## config.mk

```make
export PLATFORM = sky130hd
export DESIGN_NAME = wcc_ctrl
export DESIGN_NICKNAME = d
export VERILOG_FILES = /design/src/design/wcc_pkg.sv /design/src/design/wcc_ctrl.sv
export VERILOG_INCLUDE_DIRS = /design/src /design/src/design
export SDC_FILE = /design/constraint.sdc
export NUM_CORES = 1
export LEC_CHECK = 0
export ABC_AREA = 1
export BUFFER_PORTS_ARGS = -buffer_cell sky130_fd_sc_hd__buf_2
export CAP_MARGIN = 25
export CORE_MARGIN = 2
export CORE_UTILIZATION = 42
export CTS_CLUSTER_DIAMETER = 30
export CTS_CLUSTER_SIZE = 14
export DETAILED_ROUTE_END_ITERATION = 10
export PLACE_DENSITY_LB_ADDON = 0.05
export SLEW_MARGIN = 20
export SYNTH_ARGS = -nofsm -noshare
export SYNTH_HDL_FRONTEND = slang
export SYNTH_SLANG_ARGS = --single-unit
```

## constraint.sdc

```tcl
create_clock -name clk -period 1.3 [get_ports clk]
set_clock_uncertainty 0.2 [all_clocks]
set_input_delay 0.065 -clock clk [delete_from_list [all_inputs] [get_ports clk]]
set_output_delay 0.065 -clock clk [all_outputs]
set_load 0.03 [all_outputs]
```

## src/design/weighted_cell_centroid_core_macros.svh

```systemverilog
// assertion macros shared by the design files
`ifndef WEIGHTED_CELL_CENTROID_CORE_MACROS_SVH
`define WEIGHTED_CELL_CENTROID_CORE_MACROS_SVH

// implication checked every cycle outside reset
`define WCC_ASSERT_IMP(label, clk, rst_n, ante, cons) \
	label: assert property (@(posedge clk) disable iff (!rst_n) (ante) |-> (cons)) \
		else $error("assertion failed");

// next-cycle implication
`define WCC_ASSERT_NXT(label, clk, rst_n, ante, cons) \
	label: assert property (@(posedge clk) disable iff (!rst_n) (ante) |=> (cons)) \
		else $error("assertion failed");

`endif

```

## src/design/wcc_pkg.sv

```systemverilog
`timescale 1ns / 1ps
package wcc_pkg;

	localparam int CoordW = 15;
	localparam int FracW = 8;
	localparam int AccW = 64;
	localparam int MassW = 63;
	localparam int IdxW = 8;
	localparam int InDataW = 104;
	localparam int OutDataW = 104;
	localparam logic [CoordW-1:0] CoordMax = 15'h7fff;
	localparam logic [AccW-1:0] AccLim = 64'h7fff_ffff_ffff_ffff;
	// ceil(2^21 / 6), exact for numerators below 2^19
	localparam logic [18:0] Div6Recip = 19'd349526;

	typedef enum logic [3:0] {
		ST_IDLE,
		ST_GAUSS,
		ST_DENS,
		ST_DENS2,
		ST_MOM,
		ST_CONTRIB,
		ST_DIV6,
		ST_QUOT,
		ST_ACCUM,
		ST_DIVIDE,
		ST_OUT
	} wcc_state_t;

	typedef struct packed {
		logic load;       // capture the triangle
		logic gauss;      // form gauss point of pt_sel
		logic dens;       // squares
		logic dens2;      // fourth powers
		logic mom;        // density and moments of one point
		logic contrib;    // one partial product step
		logic div6;       // load the three scaled products for the divide by six
		logic quot;       // one quotient digit of the divide by six
		logic accum;      // add to the sums
		logic div_start;  // start centroid division
		logic div_step;
		logic finish;     // form result and clear sums
		logic [1:0] pt_sel;
		logic [2:0] part_sel;
	} wcc_cmd_t;

	typedef struct packed {
		logic last;
		logic div_done;
	} wcc_sts_t;

endpackage

```

## src/design/wcc_ctrl.sv

```systemverilog
`timescale 1ns / 1ps
`include "weighted_cell_centroid_core_macros.svh"
module wcc_ctrl (
	input  logic clk,
	input  logic arst_n,
	input  logic in_fire,
	input  logic out_free,
	input  wcc_pkg::wcc_sts_t sts,
	output logic busy,
	output logic out_load,
	output wcc_pkg::wcc_cmd_t cmd
);
	import wcc_pkg::*;

	wcc_state_t state_q, state_d;
	logic [1:0] pt_q, pt_d;
	logic [2:0] part_q, part_d;

	always_ff @(posedge clk or negedge arst_n) begin
		if (!arst_n) begin
			state_q <= ST_IDLE;
			pt_q <= '0;
			part_q <= '0;
		end else begin
			state_q <= state_d;
			pt_q <= pt_d;
			part_q <= part_d;
		end
	end

	always_comb begin
		state_d = state_q;
		pt_d = pt_q;
		part_d = part_q;
		cmd = '0;
		cmd.pt_sel = pt_q;
		cmd.part_sel = part_q;
		busy = 1'b1;
		out_load = 1'b0;
		case (state_q)
			ST_IDLE: begin
				busy = 1'b0;
				cmd.load = in_fire;
				pt_d = '0;
				if (in_fire) state_d = ST_GAUSS;
			end
			ST_GAUSS: begin
				cmd.gauss = 1'b1;
				state_d = ST_DENS;
			end
			ST_DENS: begin
				cmd.dens = 1'b1;
				state_d = ST_DENS2;
			end
			ST_DENS2: begin
				cmd.dens2 = 1'b1;
				state_d = ST_MOM;
			end
			ST_MOM: begin
				cmd.mom = 1'b1;
				if (pt_q == 2'd2) begin
					state_d = ST_CONTRIB;
					part_d = '0;
				end else begin
					pt_d = pt_q + 2'd1;
					state_d = ST_GAUSS;
				end
			end
			ST_CONTRIB: begin
				// three sums, each in two 32-bit slices, by the magnitude of det
				cmd.contrib = 1'b1;
				part_d = part_q + 3'd1;
				if (part_q == 3'd5) state_d = ST_DIV6;
			end
			ST_DIV6: begin
				cmd.div6 = 1'b1;
				part_d = '0;
				state_d = ST_QUOT;
			end
			ST_QUOT: begin
				// four 16-bit quotient digits
				cmd.quot = 1'b1;
				part_d = part_q + 3'd1;
				if (part_q == 3'd3) state_d = ST_ACCUM;
			end
			ST_ACCUM: begin
				cmd.accum = 1'b1;
				state_d = sts.last ? ST_DIVIDE : ST_IDLE;
				cmd.div_start = sts.last;
			end
			ST_DIVIDE: begin
				cmd.div_step = 1'b1;
				if (sts.div_done) state_d = ST_OUT;
			end
			ST_OUT: begin
				if (out_free) begin
					out_load = 1'b1;
					cmd.finish = 1'b1;
					state_d = ST_IDLE;
				end
			end
			default: state_d = ST_IDLE;
		endcase
	end

	`WCC_ASSERT_NXT(a_load_leaves_idle, clk, arst_n, in_fire && !busy, state_q == ST_GAUSS)
	`WCC_ASSERT_IMP(a_out_only_in_out, clk, arst_n, out_load, state_q == ST_OUT)
	`WCC_ASSERT_IMP(a_pt_range, clk, arst_n, state_q == ST_MOM, pt_q != 2'd3)
endmodule

```

==> results of run 1 <==
==> per-stage QoR <==
step | hold WS [ns] | std cells | TNS [ns] | setup WS [ns]
after CTS | 0.0532 | 173 | -4.59 | -0.295
after detailed placement | -0.268 | 153 | -1.79 | -0.176
after global placement | -0.275 | 153 | -1.36 | -0.153
after floorplan | -0.431 | 97 | -1.40 | -0.220
==> cell families after synthesis <==
kind of cell | Yosys count | share of synthesized area
flip-flops | 9 | 0.335
multiplexers | 1 | 0.0149
adder cells (fa/ha/maj) | 4 | 0.0745
AO/OA/AOI/OAI | 11 | 0.0968
buffers and inverters | 25 | 0.145
AND/OR/NAND/NOR | 47 | 0.333
==> repair_timing <==
action / 4_1_cts
gates resized for setup: 59
hold buffers: 4
hold endpoints to repair: 10
pin swaps: 5
endpoints found under the setup margin: 23
setup buffers: 12
==> results.json, run 1 <==
{
  "synth_commonest_cells": "inv_1, nand2_1, dfrtp_1, nor2_1, nand3_1",
  "worstEpCategory": "primary output",
  "syn_nets": 107,
  "synth_area_leader_cell": "dfrtp_1",
  "fp-row-count": 14,
  "syn_area_per_cell_sq_um": 6.93,
  "grt_repair_worst_endpoint": "out_load",
  "gp_congestion": 0.814,
  "synth.distinct_cells": 18,
  "cts_sinks": 9,
  "die_y_um": 44.0,
  "synth.cell_area_sq_um": 672,
  "synthFlopType": "dfrtp_1",
  "cts_root_buffer": "clkbuf_4",
  "synth_top_area_frac": 0.335,
  "htreeDepth": 1,
  "antenna_found_initial": 0,
  "numCtsBuffers": 3,
  "stop_error": "[ERROR DPL-0033] detailed placement checks failed during check placement.",
  "initial_core_util": 0.446,
  "cts_max_path_buffers": 2,
  "grt_max_degree": 10,
  "synth_area_leaders": "dfrtp_1, inv_1, nand2_1",
  "syn_inst": 97,
  "die_w_um": 44.0,
  "stop_stage": "global routing",
  "yosysWarnings": 0,
  "ys_ff_latch": 9,
  "synth_enable_flop_cells": 0,
  "ios": 25,
  "synth_seq_area_share": 0.335,
  "place_hpwl_um": 1410,
  "placed_area_sq_um": 1020,
  "port_buffers": 24,
  "yosysMostFrequentCell": "inv_1",
  "outcome": "did not finish",
  "postSynth.asyncResetShare": 1.00
}
==> run 2: changes to the inputs <==
CORE_AREA = 2 2 63 65   (was default)
CORE_MARGIN = default   (was 2)
CORE_UTILIZATION = default   (was 42)
CTS_CLUSTER_DIAMETER = default   (was 30)
CTS_CLUSTER_SIZE = default   (was 14)
DIE_AREA = 0 0 65 67   (was default)
PLACE_DENSITY_LB_ADDON = 0.15   (was 0.05)
clock period = 1.7 ns   (was 1.3 ns; I/O delays follow)
==> results.json, run 2 <==
{
  "fin_ws_ns": 0.0914,
  "fillers": 408,
  "area_growth_pct": 38.7,
  "cp-end-kind": "output pin",
  "required_ns": 1.41,
  "dr.pass1.iters": 4,
  "ant_nets": 0,
  "rsz0062_at_grt": "true",
  "powerDensity_nw_per_um2": 2010,
  "post_cts_buffers": 0,
  "grt_pass1_vias": 679,
  "relSlewSlack": 0.840,
  "synth.distinct_cells": 18,
  "wl_per_cell_um": 9.54,
  "final_net_count": 137,
  "worstMarginPinSlew_ns": 0.239,
  "synth_area_leaders": "dfrtp_1, inv_1, nand2_1",
  "die_y_um": 67,
  "routed_via_density": 3.81,
  "grt_max_degree": 10,
  "post-place-ws_ns": 0.146,
  "synth_top_area_frac": 0.335,
  "multi_input_area_sq_um": 364,
  "reg_top3": "state_q (4), part_q (3), pt_q (2)",
  "ys_ff_latch": 9,
  "clk_pin_slew_ns": 0.05,
  "syn_area_per_cell_sq_um": 6.93,
  "seqCellArea_sq_um": 228,
  "drive_gt1_frac": 0.397,
  "diodes": 0,
  "place_hpwl_um": 1430,
  "dieArea_sq_um": 4360,
  "clk-insertion-delay-late_ns": 0.24,
  "syn_nets": 107,
  "crit_family": "flip-flops",
  "yosysMostFrequentCell": "inv_1",
  "die_w_um": 65,
  "final_common_cell": "buf_2",
  "numCtsBuffers": 3,
  "postSynth.asyncResetShare": 1.00,
  "p_leak_nw": 0.529,
  "ios": 25,
  "ir_drop_v": 0.000341,
  "finalSetupViolations": 0,
  "synth_area_leader_cell": "dfrtp_1",
  "coreArea_sq_um": 3610,
  "cpPeakStageDelay_ns": 0.45,
  "post-route-drc-count": 0,
  "initial_core_util": 0.186,
  "worstPathArrival_ns": 1.32,
  "grt_usage": 0.0868,
  "power.total_mw": 1.87,
  "gp_congestion": 0.799,
  "cts_sinks": 9,
  "cp_max_fo": 6,
  "synth.cell_area_sq_um": 672,
  "synthFlopType": "dfrtp_1",
  "cp-start-kind": "flip-flop",
  "cts_root_buffer": "clkbuf_8",
  "syn_inst": 97,
  "antenna_found_initial": 0,
  "hold_path.class": "in -> async",
  "slew_violations": 0,
  "drv_cap": 0,
  "top_register": "state_q",
  "final.period_utilization": 0.946,
  "largest_register_ffs": 4,
  "synth_commonest_cells": "inv_1, nand2_1, dfrtp_1, nor2_1, nand3_1",
  "slowest_stage": "dfrtp_2",
  "synth_seq_area_share": 0.335,
  "path_cells": "inv_2 > nand2_2 > nor2_2 > nand2_1 > inv_1 > clkbuf_4",
  "drt_iter0_markers": 15,
  "layout_common_cells": "buf_2, inv_1, nand2_1",
  "synth_enable_flop_cells": 0,
  "yosysWarnings": 0,
  "cts_tree": "built",
  "htreeDepth": 1,
  "cts_max_path_buffers": 2,
  "fin_crit_ns": 1.61,
  "hold_viol_final": 0,
  "outcome": "finished clean",
  "fp-row-count": 22,
  "fmax_mhz": 622,
  "grt_pass1_wl_um": 2840,
  "port_buffers": 24,
  "wirelength_um": 1660,
  "num_vias": 663,
  "utilization": 0.259,
  "critPathKind": "reg -> out",
  "grt_overflow": 0,
  "worst-path-buf-inv": 3
}
-- run 2: cell counts after synthesis --
No cell type changed its count.
-- run 2: kinds of logic (layout without fill, tap and decap cells) --
kind of cell | after synthesis | in the layout | synth area share
multiplexers | 1 | 1 | 0.0149
flip-flops | 9 | 9 | 0.335
adder cells (fa/ha/maj) | 4 | 4 | 0.0745
AO/OA/AOI/OAI | 11 | 11 | 0.0968
AND/OR/NAND/NOR | 47 | 47 | 0.333
buffers and inverters | 25 | 54 | 0.145
-- run 2: what timing repair did --
| action | in CTS | in global routing |
|---|---|---|
| resized for setup | 0 | 10 |
| setup endpoints to repair | 0 | 8 |
| hold buffers | 2 | 0 |
| endpoints found under the hold margin | 10 | 0 |
-- run 2: layout make-up --
cell class / count / share of cell area
multi-input combinational: 63 / 0.391
sequential: 9 / 0.244
timing repair buffer: 26 / 0.156
inverter: 24 / 0.0966
tap: 48 / 0.0644
clock buffer: 4 / 0.0483
-- run 2: stage by stage --
stage | hold WS [ns] | cell area (sq um) | TNS [ns] | cells
finish | 0.0325 | 932 | 0 | 174
global route | 0.0712 | 932 | -0.00120 | 174
CTS | 0.0378 | 917 | 0 | 174
detailed placement | -0.246 | 852 | 0 | 168
global placement | -0.242 | 852 | 0 | 168
floorplan | -0.411 | 679 | 0 | 97
-- run 2: worst paths after layout --
path / start / endpoint / slack, ns / cells after the start
worst max-delay path: state_q[0] / cmd[7] / 0.09 / 6
worst min-delay path: arst_n / part_q[2] / 0.03 / 2
worst max register to register: part_q[0] / state_q[1] / 0.15 / 8
worst min register to register: pt_q[0] / pt_q[0] / 0.31 / 1
max in group asynchronous: arst_n / state_q[1] / 1.06 / 2
min in group clk: sts[1] / state_q[3] / 0.07 / 5
-- run 2: power breakdown --
part | switching, mW | total [mW] | internal [mW]
Combinational | 0.840 | 1.20 | 0.363
Sequential | 0.100 | 0.414 | 0.314
Clock | 0.0900 | 0.254 | 0.164
Total | 1.03 | 1.87 | 0.841
-- run 2: worst reg2reg max path, stage by stage (launching register included) --
cell and delay [ns]:
dfrtp_1 0.41, ha_1 0.22, ha_1 0.17, inv_1 0.05, nand3_1 0.07, nand2_1 0.14, nor2_4 0.06, nand3_1 0.07
nand2_1 0.05
-- run 2: metal layers --
layer,track usage,wire [um],part of all wire,vias up
li1,-,-,-,350
met1,0.0978,735,0.44,288
met2,0.142,780,0.47,18
met3,0.0135,69,0.042,7
met4,0.0771,74,0.045,0
met5,0,0,0,-
Power figures use the tool's default switching activity.
==> run 3: changes to the inputs <==
==> constraint.sdc (replaced) <==
create_clock -name clk -period 1.7 [get_ports clk]
set_clock_uncertainty 0.2 [all_clocks]
set_input_delay 0.34 -clock clk [delete_from_list [all_inputs] [get_ports clk]]
set_output_delay 0.34 -clock clk [all_outputs]
set_load 0.03 [all_outputs]
==> results.json, run 3 (synthesis results as in run 2) <==
{
  "worstMarginPinSlew_ns": 0.230,
  "power.total_mw": 2.33,
  "htreeDepth": 1,
  "worst_hold_slack_ns": 0.252,
  "ir_drop_v": 0.000592,
  "required_ns": 1.16,
  "violations": "negative setup slack",
  "area_growth_pct": 71.9,
  "outcome": "complete, but fails checks",
  "drive_gt1_frac": 0.574,
  "worstPathArrival_ns": 1.25,
  "ff2ff_path_depth": 10,
  "hp-start": "sts[0]",
  "wl_per_cell_um": 9.41,
  "fp-row-count": 22,
  "fin_crit_ns": 1.79,
  "cts_max_path_buffers": 2,
  "antenna_found_initial": 0,
  "place_hpwl_um": 1400,
  "grt_pass1_vias": 657,
  "cts_tree": "built",
  "cp-end-kind": "output pin",
  "fmax_mhz": 559,
  "cts_sinks": 9,
  "worstReg2RegEnd": "state_q[1]",
  "dieArea_sq_um": 4360,
  "coreArea_sq_um": 3610,
  "num_vias": 713,
  "grt_usage": 0.0875,
  "clk-insertion-delay-late_ns": 0.23,
  "post-route-drc-count": 0,
  "dr.pass1.iters": 4,
  "drt_iter0_markers": 15,
  "layout_common_cells": "nand2_1, buf_6, inv_1, buf_4",
  "cts_root_buffer": "clkbuf_8",
  "final_net_count": 147,
  "rrSetupSlack_ns": 0.06,
  "drv_cap": 0,
  "routed_via_density": 3.88,
  "largest_register_ffs": 4,
  "grt_overflow": 0,
  "reg2reg_from": "state_q[0]",
  "gp_congestion": 0.806,
  "hold_viol_final": 0,
  "cp_max_fo": 6,
  "finalSetupViolations": 10,
  "die_y_um": 67,
  "clk_pin_slew_ns": 0.05,
  "powerDensity_nw_per_um2": 2010,
  "relSlewSlack": 0.847,
  "ant_nets": 0,
  "die_w_um": 65,
  "port_buffers": 24,
  "grt_max_degree": 10,
  "ios": 25,
  "slew_violations": 0,
  "p_leak_nw": 0.603,
  "wirelength_um": 1730,
  "cp-start-kind": "flip-flop",
  "fin_ws_ns": -0.0888,
  "reg_top3": "state_q (4), part_q (3), pt_q (2)",
  "top_register": "state_q",
  "hold_path.class": "in -> reg",
  "critPathKind": "reg -> out",
  "diodes": 0,
  "grt_pass1_wl_um": 2860,
  "hold_end": "state_q[3]",
  "rsz0062_at_grt": "true",
  "hold_depth": 4,
  "numCtsBuffers": 3,
  "initial_core_util": 0.186,
  "final.setup.tns_ns": -0.480,
  "final.period_utilization": 1.05
}
run 3: cell types whose count changed in the layout (fill, tap and decap cells not counted), sizes merged:
cell	delta
buf	+12
clkbuf	-1
dlygate4sd3	-1
run 3: area by class of cell:
class | instances | area (sq um)
fillers | 389 | 2450
multi-input cells | 63 | 430
repair buffers | 36 | 297
flip-flops and latches | 9 | 228
inverters | 24 | 95.1
well taps | 48 | 60.1
clock buffers | 4 | 45.0
run 3: routing by layer:
| metal | vias up | track usage | wire (um) |
|---|---|---|---|
| met5 | - | 0 | 0 |
| met3 | 5 | 0.0220 | 105 |
| met4 | 0 | 0.0479 | 33 |
| met2 | 26 | 0.144 | 823 |
| li1 | 372 | - | - |
| met1 | 310 | 0.104 | 770 |
run 3: worst max path at each step:
| stage | from | endpoint | slack [ns] |
|---|---|---|---|
| after global routing | state_q[1] | cmd[5] | -0.15 |
| after CTS | state_q[1] | cmd[5] | -0.09 |
| final | state_q[0] | cmd[16] | -0.09 |
| after global placement | state_q[0] | cmd[16] | 0.04 |
| after detailed placement | state_q[3] | cmd[16] | 0.03 |
| after floorplan | state_q[1] | cmd[5] | -0.03 |
run 3: repair_timing:
item / CTS / global route
setup endpoints to repair: 14 / 14
pin swaps: 6 / 7
resized for setup: 40 / 17
hold endpoints to repair: 9 / 0
hold buffers: 1 / 0
buffers inserted: 3 / 3
run 3: critical path: stages (launching register included):
cell     delay [ns]
dfrtp_2        0.47
inv_4          0.10
nand2_4        0.07
nor2_4         0.12
inv_2          0.06
nor2_4         0.07
buf_6          0.13
run 3: where the power goes:
part           internal, mW  switching (mW)  total (mW)
combinational         0.645            1.01        1.66
sequential            0.314           0.110       0.424
clock                 0.163          0.0814       0.245
run 3: stage by stage:
step                       util  std cells  worst slack, ns  area (sq um)
after floorplan               -         97          -0.0323           698
after global placement    0.252        173           0.0403           908
after detailed placement  0.252        173           0.0311           908
after CTS                 0.301        181          -0.0909          1090
after global routing      0.320        184           -0.147          1150
final                     0.320        184          -0.0888          1150
